<file path="config.mk">
export PLATFORM = sky130hd
export DESIGN_NAME = button_edge_event_queue_flat
export DESIGN_NICKNAME = d
export VERILOG_FILES = /design/src/rtl/core/beq_pkg.sv /design/src/rtl/core/beq_if.sv /design/src/rtl/core/button_edge_event_queue.sv /design/src/rtl/core/beq_ring.sv /design/src/flat_wrapper.sv
export SDC_FILE = /design/constraint.sdc
export NUM_CORES = 1
export LEC_CHECK = 0
export BUFFER_PORTS_ARGS = -buffer_cell sky130_fd_sc_hd__buf_4
export CAP_MARGIN = 20
export CORE_MARGIN = 4
export CORE_UTILIZATION = 54
export DETAILED_ROUTE_END_ITERATION = 10
export HOLD_SLACK_MARGIN = 0.12
export PLACE_DENSITY = 0.76
export REMOVE_ABC_BUFFERS = 1
export SLEW_MARGIN = 20
export SYNTH_ARGS = -nofsm -noshare
export SYNTH_HDL_FRONTEND = slang
export SYNTH_HIERARCHICAL = 1
export SYNTH_SLANG_ARGS = --single-unit
export TNS_END_PERCENT = 50
</file>
<file path="constraint.sdc">
create_clock -name clk -period 2.5 [get_ports clk]
set_clock_uncertainty 0.15 [all_clocks]
set_input_delay 0.625 -clock clk [delete_from_list [all_inputs] [get_ports clk]]
set_output_delay 0.625 -clock clk [all_outputs]
set_load 0.02 [all_outputs]
</file>
<file path="src/rtl/core/beq_pkg.sv">
`timescale 1ns / 1ps
// shared types, constants and helper functions of the button edge event queue
// no dependencies; compiled before every other file of the block

package beq_pkg;

	localparam int USER_W     = 2;
	localparam int PACKET_W   = 32;
	localparam int BUTTON_W   = 16;
	localparam int STATUS_W   = 2;
	localparam int KEY_CODE_W = 15;

	localparam int QUEUE_DEPTH = 32;
	localparam int PTR_W       = (QUEUE_DEPTH > 1) ? $clog2(QUEUE_DEPTH) : 1;

	localparam int NUM_SCAN = 12;
	localparam int SLOT_W   = 4;

	localparam logic [BUTTON_W-1:0] MASK_RESET = 16'hE0C0;

	localparam logic [STATUS_W-1:0] ST_EVENT       = 2'd0;
	localparam logic [STATUS_W-1:0] ST_EMPTY       = 2'd1;
	localparam logic [STATUS_W-1:0] ST_NOT_HANDLED = 2'd2;

	localparam logic [KEY_CODE_W-1:0] KEY_DPAD_UP = 15'h5810;
	localparam logic [KEY_CODE_W-1:0] KEY_A       = 15'h5800;

	typedef struct packed {
		logic              down;
		logic [SLOT_W-1:0] slot;
	} event_t;

	typedef struct packed {
		logic   push;
		event_t push_ev;
		logic   pop;
	} ring_ctl_t;

	typedef struct packed {
		logic   empty;
		event_t rd_ev;
	} ring_stat_t;

	function automatic logic [PTR_W-1:0] ptr_next(input logic [PTR_W-1:0] p);
		if (p == PTR_W'(QUEUE_DEPTH - 1))
			return '0;
		return p + 1'b1;
	endfunction

	// dpad, start, back and thumbs map to 0x5810.., face buttons to 0x5800..
	function automatic logic [KEY_CODE_W-1:0] key_code_of(input logic [SLOT_W-1:0] slot);
		case (slot) inside
			[4'd0:4'd7]:  return KEY_DPAD_UP + KEY_CODE_W'(slot[2:0]);
			[4'd8:4'd11]: return KEY_A + KEY_CODE_W'(slot[1:0]);
			default:      return '0;
		endcase
	endfunction

endpackage

</file>
<file path="src/rtl/core/beq_if.sv">
`timescale 1ns / 1ps
// valid/ready channels of the button edge event queue: poll in, event out
// depends on beq_pkg for field widths

interface beq_poll_if;
	logic                              valid;
	logic                              ready;
	logic [beq_pkg::USER_W-1:0]        user_index;
	logic                              source_connected;
	logic [beq_pkg::PACKET_W-1:0]      packet_number;
	logic [beq_pkg::BUTTON_W-1:0]      button_word;

	modport source (output valid, user_index, source_connected, packet_number,
		button_word, input ready);
	modport sink (input valid, user_index, source_connected, packet_number,
		button_word, output ready);
endinterface

interface beq_event_if;
	logic                              valid;
	logic                              ready;
	logic [beq_pkg::STATUS_W-1:0]      status;
	logic [beq_pkg::KEY_CODE_W-1:0]    key_code;
	logic                              key_down;

	modport source (output valid, status, key_code, key_down, input ready);
	modport sink (input valid, status, key_code, key_down, output ready);
endinterface

</file>
<file path="src/rtl/core/button_edge_event_queue.sv">
`timescale 1ns / 1ps
// top level of the button edge event queue: poll sequencer, serial scan, output register
// depends on beq_pkg, beq_if and beq_ring
//
// usage
//   poll (sink): one beat per controller poll with user_index, source_connected,
//   packet_number and button_word. evt (source): exactly one beat per poll with
//   status (event, empty, not handled), key_code and key_down.
//   cfg_we/cfg_wdata write button_mask; write it only while the block is idle.
// timing
//   one poll is worked on at a time; poll.ready is high only in the idle state.
//   not served poll: idle, then S_RESP. served poll, same packet number: S_POP,
//   then S_RESP. served poll with a new packet number: S_SCAN, the serial change
//   scan that shifts one button per cycle through 12 positions and pushes at
//   most one event per cycle into the ring's single write port, then S_POP for
//   the registered ring read and S_RESP.
//   the result sits in an output register; the next poll is taken while it
//   waits. a stalled receiver holds the result and blocks only the next result.
// reset
//   arst_n clears the ring pointers, previous buttons and packet number, sets
//   button_mask to 0xE0C0. ring contents need no clearing.

module button_edge_event_queue (
	input  logic                          clk,
	input  logic                          arst_n,
	input  logic                          cfg_we,
	input  logic [beq_pkg::BUTTON_W-1:0]  cfg_wdata,
	beq_poll_if.sink                      poll,
	beq_event_if.source                   evt
);
	import beq_pkg::*;

	typedef enum logic [3:0] {
		S_IDLE = 4'b0001,
		S_SCAN = 4'b0010,
		S_POP  = 4'b0100,
		S_RESP = 4'b1000
	} state_t;

	state_t                 state_q;
	logic [BUTTON_W-1:0]    mask_q;
	logic [BUTTON_W-1:0]    prev_buttons_q;
	logic [PACKET_W-1:0]    prev_packet_q;
	logic [NUM_SCAN-1:0]    chg_sr_q;
	logic [NUM_SCAN-1:0]    lvl_sr_q;
	logic [SLOT_W-1:0]      cnt_q;
	logic [STATUS_W-1:0]    st_q;
	logic                   out_valid_q;
	logic [STATUS_W-1:0]    out_status_q;
	logic [KEY_CODE_W-1:0]  out_code_q;
	logic                   out_down_q;

	logic                   accept;
	logic                   served;
	logic                   load_out;
	logic [BUTTON_W-1:0]    cur;
	logic [BUTTON_W-1:0]    chg;
	ring_ctl_t              ring_ctl;
	ring_stat_t             ring_stat;

	assign poll.ready = (state_q == S_IDLE);
	assign accept     = poll.valid && poll.ready;
	assign served     = (poll.user_index == '0) && poll.source_connected;
	assign cur        = poll.button_word & ~mask_q;
	assign chg        = cur ^ prev_buttons_q;
	assign load_out   = (state_q == S_RESP) && (!out_valid_q || evt.ready);

	assign ring_ctl.push    = (state_q == S_SCAN) && chg_sr_q[0];
	assign ring_ctl.push_ev = '{down: lvl_sr_q[0], slot: cnt_q};
	assign ring_ctl.pop     = (state_q == S_POP);

	beq_ring u_ring (
		.clk    (clk),
		.arst_n (arst_n),
		.ctl    (ring_ctl),
		.stat   (ring_stat)
	);

	always_ff @(posedge clk or negedge arst_n) begin
		if (!arst_n) begin
			mask_q <= MASK_RESET;
		end else if (cfg_we) begin
			mask_q <= cfg_wdata;
		end
	end

	always_ff @(posedge clk or negedge arst_n) begin
		if (!arst_n) begin
			state_q        <= S_IDLE;
			prev_buttons_q <= '0;
			prev_packet_q  <= '0;
			cnt_q          <= '0;
		end else begin
			case (state_q)
				S_IDLE: begin
					if (accept) begin
						if (!served) begin
							state_q <= S_RESP;
						end else if (poll.packet_number != prev_packet_q) begin
							prev_buttons_q <= cur;
							prev_packet_q  <= poll.packet_number;
							cnt_q          <= '0;
							state_q        <= S_SCAN;
						end else begin
							state_q <= S_POP;
						end
					end
				end
				S_SCAN: begin
					cnt_q <= cnt_q + 1'b1;
					if (cnt_q == SLOT_W'(NUM_SCAN - 1))
						state_q <= S_POP;
				end
				S_POP: begin
					state_q <= S_RESP;
				end
				S_RESP: begin
					if (load_out)
						state_q <= S_IDLE;
				end
				default: begin
					state_q <= S_IDLE;
				end
			endcase
		end
	end

	// scan order: bits 0..7 then 12..15; bits 8..11 are only remembered
	always_ff @(posedge clk) begin
		if (accept) begin
			chg_sr_q <= {chg[15:12], chg[7:0]};
			lvl_sr_q <= {cur[15:12], cur[7:0]};
			st_q     <= ST_NOT_HANDLED;
		end else if (state_q == S_SCAN) begin
			chg_sr_q <= {1'b0, chg_sr_q[NUM_SCAN-1:1]};
			lvl_sr_q <= {1'b0, lvl_sr_q[NUM_SCAN-1:1]};
		end else if (state_q == S_POP) begin
			st_q <= ring_stat.empty ? ST_EMPTY : ST_EVENT;
		end
	end

	always_ff @(posedge clk or negedge arst_n) begin
		if (!arst_n) begin
			out_valid_q <= 1'b0;
		end else if (load_out) begin
			out_valid_q <= 1'b1;
		end else if (evt.ready) begin
			out_valid_q <= 1'b0;
		end
	end

	always_ff @(posedge clk) begin
		if (load_out) begin
			out_status_q <= st_q;
			if (st_q == ST_EVENT) begin
				out_code_q <= key_code_of(ring_stat.rd_ev.slot);
				out_down_q <= ring_stat.rd_ev.down;
			end else begin
				out_code_q <= '0;
				out_down_q <= 1'b0;
			end
		end
	end

	assign evt.valid    = out_valid_q;
	assign evt.status   = out_status_q;
	assign evt.key_code = out_code_q;
	assign evt.key_down = out_down_q;

`ifndef SYNTHESIS
	a_one_poll_at_a_time: assert property (@(posedge clk) disable iff (!arst_n)
		accept |=> !poll.ready)
		else $error("poll taken while previous poll still in work");

	a_scan_count: assert property (@(posedge clk) disable iff (!arst_n)
		state_q == S_SCAN |-> cnt_q < SLOT_W'(NUM_SCAN))
		else $error("scan counter past last button");

	a_no_event_payload: assert property (@(posedge clk) disable iff (!arst_n)
		load_out && st_q != ST_EVENT |=> evt.key_code == '0 && !evt.key_down)
		else $error("non-event result carries a key");
`endif

endmodule

</file>
<file path="src/rtl/core/beq_ring.sv">
`timescale 1ns / 1ps
// event ring: circular buffer with overwrite of the oldest entry when full
// depends on beq_pkg

module beq_ring (
	input  logic                clk,
	input  logic                arst_n,
	input  beq_pkg::ring_ctl_t  ctl,
	output beq_pkg::ring_stat_t stat
);
	import beq_pkg::*;

	event_t           mem [QUEUE_DEPTH];
	event_t           rd_q;
	logic [PTR_W-1:0] head_q;
	logic [PTR_W-1:0] tail_q;
	logic [PTR_W-1:0] tail_nxt;
	logic [PTR_W-1:0] head_nxt;
	logic             empty;
	logic             full;

	assign tail_nxt = ptr_next(tail_q);
	assign head_nxt = ptr_next(head_q);
	assign empty    = (head_q == tail_q);
	assign full     = (tail_nxt == head_q);

	always_ff @(posedge clk or negedge arst_n) begin
		if (!arst_n) begin
			head_q <= '0;
			tail_q <= '0;
		end else begin
			if (ctl.push) begin
				tail_q <= tail_nxt;
				// full ring drops its oldest event
				if (full)
					head_q <= head_nxt;
			end else if (ctl.pop && !empty) begin
				head_q <= head_nxt;
			end
		end
	end

	always_ff @(posedge clk) begin
		if (ctl.push)
			mem[tail_q] <= ctl.push_ev;
		if (ctl.pop)
			rd_q <= mem[head_q];
	end

	assign stat.empty = empty;
	assign stat.rd_ev = rd_q;

`ifndef SYNTHESIS
	a_push_not_empty: assert property (@(posedge clk) disable iff (!arst_n)
		ctl.push |=> !empty)
		else $error("ring empty right after a push");

	a_pop_advances: assert property (@(posedge clk) disable iff (!arst_n)
		ctl.pop && !ctl.push && !empty |=> head_q == $past(head_nxt))
		else $error("head did not advance on pop");

	a_full_overwrite: assert property (@(posedge clk) disable iff (!arst_n)
		ctl.push && full |=> head_q == $past(head_nxt) && full)
		else $error("push into full ring did not drop oldest event");
`endif

endmodule

</file>
<file path="src/flat_wrapper.sv">
// flat-port wrapper written by rule: the top's interface ports become plain ports
module button_edge_event_queue_flat import beq_pkg::*;
  (clk, arst_n, cfg_we, cfg_wdata, poll_valid, poll_user_index, poll_source_connected, poll_packet_number, poll_button_word, poll_ready, evt_valid, evt_status, evt_key_code, evt_key_down, evt_ready);
  beq_poll_if poll_i ();
  beq_event_if evt_i ();
  input  logic clk;
  input  logic arst_n;
  input  logic cfg_we;
  input  logic [beq_pkg::BUTTON_W-1:0] cfg_wdata;
  input wire logic [$bits(poll_i.valid)-1:0] poll_valid;
  input wire logic [$bits(poll_i.user_index)-1:0] poll_user_index;
  input wire logic [$bits(poll_i.source_connected)-1:0] poll_source_connected;
  input wire logic [$bits(poll_i.packet_number)-1:0] poll_packet_number;
  input wire logic [$bits(poll_i.button_word)-1:0] poll_button_word;
  output wire logic [$bits(poll_i.ready)-1:0] poll_ready;
  output wire logic [$bits(evt_i.valid)-1:0] evt_valid;
  output wire logic [$bits(evt_i.status)-1:0] evt_status;
  output wire logic [$bits(evt_i.key_code)-1:0] evt_key_code;
  output wire logic [$bits(evt_i.key_down)-1:0] evt_key_down;
  input wire logic [$bits(evt_i.ready)-1:0] evt_ready;
  assign poll_i.valid = poll_valid;
  assign poll_i.user_index = poll_user_index;
  assign poll_i.source_connected = poll_source_connected;
  assign poll_i.packet_number = poll_packet_number;
  assign poll_i.button_word = poll_button_word;
  assign poll_ready = poll_i.ready;
  assign evt_valid = evt_i.valid;
  assign evt_status = evt_i.status;
  assign evt_key_code = evt_i.key_code;
  assign evt_key_down = evt_i.key_down;
  assign evt_i.ready = evt_ready;
  button_edge_event_queue u_core (.clk(clk), .arst_n(arst_n), .cfg_we(cfg_we), .cfg_wdata(cfg_wdata), .poll(poll_i), .evt(evt_i));
endmodule
</file>
==> flow_summary.toml <==
[run_status]
status = "finished, final reports clean"

[detailed_routing]
drc_errors = 0
drtIter0Drc = 540
first_pass_iters = 5
routed_wl_um = 22700
routedWlPerCell_um = 20.2
routed_via_density = 5.67
antenna_left = 0
vias = 6388

[power_and_ir_drop]
power_frac_comb = 0.187
p_leak_nw = 5.10
ir_drop_v = 0.000706
p_int_mw = 9.31
power_frac_clock = 0.319
seq_power_share = 0.494
total_power_mw = 12.5
switching_power_mw = 3.22
switching_share = 0.257
p_per_area_nw_per_um2 = 901

[setup_path]
cp-start-kind = "flop"
cp.buffers_inverters = 1
worstPathArrival_ns = 2.75
cp.required_ns = 2.76
path_class = "flop to flop"
reg2reg_from = "u_core/u_ring/tail_q[1]"
slowest_stage = "o32a_1"
startpoint = "u_core/u_ring/tail_q[1]"
crit_path_max_incr_delay_ns = 0.43
crit_family = "compound AO/OA/AOI/OAI gates"
crit_chain = "ha_2 > and3_4 > ha_4 > xnor2_1 > and3_1 > nand4_1 > o32a_1 > buf_6 > o21ai_2 > o41ai_2"
critPathCaptureType = "flop"
crit_fanout = 5

[floorplanning]
core-area_um2 = 21100
floorplan.initialDensity = 0.550
pin_count = 92
design.die.area_um2 = 23900
fp.dieW_um = 155
die_h_um = 155
rows = 53

[synthesis]
yosysWarnings = 6
synthTopCellsByArea = "edfxtp_1 (51%), dfrtp_1 (15%), mux4_2 (9.7%)"
synth_common_cells = "edfxtp_1 (197), dfrtp_1 (69), xnor2_1 (52)"
synth_async_sr_flop_share = 0.274
avgSynthCellArea_um2 = 17.0
seq_area_frac_synth = 0.676
synth_area_um2 = 11600
synthFlopType = "edfxtp_1"
synth_top_area_share = 0.510
synth-seq-cells = 274
synth.most_common_cell = "edfxtp_1"
yosysTopAreaCell = "edfxtp_1"
synth_cell_type_count = 51
synth_edf_count = 197
syn_inst = 682

[cells_and_area]
num_antenna_cells = 0
layout-drive-gt1-share = 0.344
final_cell_area_um2 = 13900
nFillCells = 1433
multi_input_area_um2 = 3580
fin_util = 0.659
nets = 911
final_cells = 1127
area_delta_synth_final_pct = 19.9
register_area_um2 = 7840

[clock_tree]
cts.reportedPaths.clkPinSlew_ns = 0.06
clock_path_buffers = 3
cts_buffers = 27
clockRootBuffer = "clkbuf_16"
htree_levels = 1
cts_sinks = 274
clk_latency_ns = 0.53
cts_tree = "built"

[timing]
final.period_utilization = 0.997
setup_viol_count_final = 0
worst_pin_slew_ns = 0.512
max-slew-margin-rel = 0.659
finalHoldViolations = 0
slew_viol_final = 0
finalCriticalPeriod_ns = 2.49
timing.fmax_ghz = 0.401

[run]
drv_cap = 0

[placed_design]
numPortBuffers = 75
dp_cells = 1071
placed_area_um2 = 12900
place.gp.congestion = 0.886
hpwlAfterDp_um = 15100

[hold_path]
worstHoldPathType = "input pin to flop"
min_from = "cfg_wdata[5]"

[global_routing]
grt_pass1_wl_um = 36200
track_usage = 0.191
grt_overflow = 0
grt_max_degree = 41
grt_pass1_vias = 6794
antenna_found_initial = 0
==> registers in the layout (all words and copies together) (netlist names), 12 cells and up <==
name and cells:
u_core/u_ring/mem 160, u_core/prev_buttons_q 12, u_core/prev_packet_q 32, u_core/mask_q 12, u_core/chg_sr_q 12, u_core/lvl_sr_q 12
==> power by group through the flow <==
stage | sequential, mW | combinational, mW | clock [mW]
3_5_place_dp | 6.28 | 2.31 | 0
5_1_grt | 6.25 | 2.57 | 4.28
6_report | 6.19 | 2.34 | 4.00
3_3_place_gp | 6.23 | 2.17 | 0
2_1_floorplan | 6.44 | 1.23 | 0
4_1_cts | 6.19 | 2.33 | 4.08
==> worst register-to-register path, delay by kind of cell, from the launching register on <==
kind / cells / cell delay [ns]
adders and majority gates: 2 / 0.46
xor gates and xnor gates: 1 / 0.11
buffers and inverters: 1 / 0.17
AOI/OAI and AO/OA: 3 / 0.64
and+or+nand+nor: 3 / 0.45
DFF: 1 / 0.39
==> final cells by class <==
| type | instances | share of cell area |
|---|---|---|
| Inverter | 5 | 0.00135 |
| Tap cell | 275 | 0.0248 |
| Sequential cell | 274 | 0.564 |
| Timing Repair Buffer | 152 | 0.0888 |
| Clock buffer | 38 | 0.0552 |
| Clock inverter | 12 | 0.00828 |
| Multi-Input combinational cell | 371 | 0.258 |
==> through the flow <==
stage	hold WS (ns)	setup TNS, ns	setup WS, ns
floorplan	0.179	-97.23	-1.74
global placement	0.339	-0.141	-0.0124
detailed placement	0.346	-2.27	-0.0694
CTS	0.149	0	0.0182
global route	0.156	-0.0877	-0.0379
finish	0.168	0	0.00753
==> timing repair <==
item / in CTS / in global routing
hold buffers: 1 / 0
setup endpoints to repair: 4 / 12
buffers inserted: 2 / 3
endpoints found under the hold margin: 33 / 0
pin swaps: 1 / 5
gates resized for setup: 0 / 8
==> path summary, 6_finish.rpt <==
path,end,slack [ns],cells past startpoint
min,u_core/mask_q[5],0.17,2
min reg2reg,u_core/prev_packet_q[23],0.36,1
max in group asynchronous,u_core/mask_q[13],1.10,3
max,u_core/u_ring/head_q[2],0.008,10
max reg2reg,u_core/u_ring/head_q[2],0.008,10
min in group asynchronous,u_core/mask_q[5],0.45,2
==> routing by layer <==
layer  global-route usage  vias up  wire length [um]
met5                    0        -                 0
met4               0.0374        0               404
met3               0.0344       39              1310
met2                0.343      216             12000
met1                0.247     3256              9060
li1                     -     2877                 -
==> layout by cell type (no fill, tap or decap), drive strengths merged, types with 3 or more instances in the layout <==
cell | Yosys | routed
nand3 | 5 | 5
nor3 | 5 | 5
nor2b | 14 | 14
nand3b | 3 | 3
xnor2 | 52 | 52
nor2 | 42 | 42
clkinv | 0 | 9
nor3b | 3 | 3
or3 | 3 | 3
edfxtp | 197 | 197
nand4 | 11 | 11
ha | 8 | 8
a21oi | 4 | 4
and2 | 4 | 4
nand2b | 3 | 3
dfrtp | 69 | 69
clkbuf | 17 | 38
and3 | 4 | 4
a211oi | 3 | 3
mux4 | 50 | 50
conb | 1 | 8
inv | 5 | 6
nor4b | 3 | 3
buf | 22 | 151
mux2 | 75 | 75
o21ai | 22 | 22
nand2 | 29 | 29
xor2 | 3 | 3
dfstp | 6 | 6
==> cell families (layout without fill, tap and decap cells) <==
logic type / Yosys count / in the layout / synth area share
xor gates and xnor gates: 55 / 55 / 0.0416
adders and majority gates: 8 / 8 / 0.00863
buffers and inverters: 44 / 207 / 0.0220
DFF: 274 / 274 / 0.676
and+or+nand+nor: 135 / 135 / 0.0601
other: 1 / 8 / 0.000323
AOI/OAI and AO/OA: 39 / 39 / 0.0202
muxes: 126 / 126 / 0.171
(Power assumes the default switching activity.)
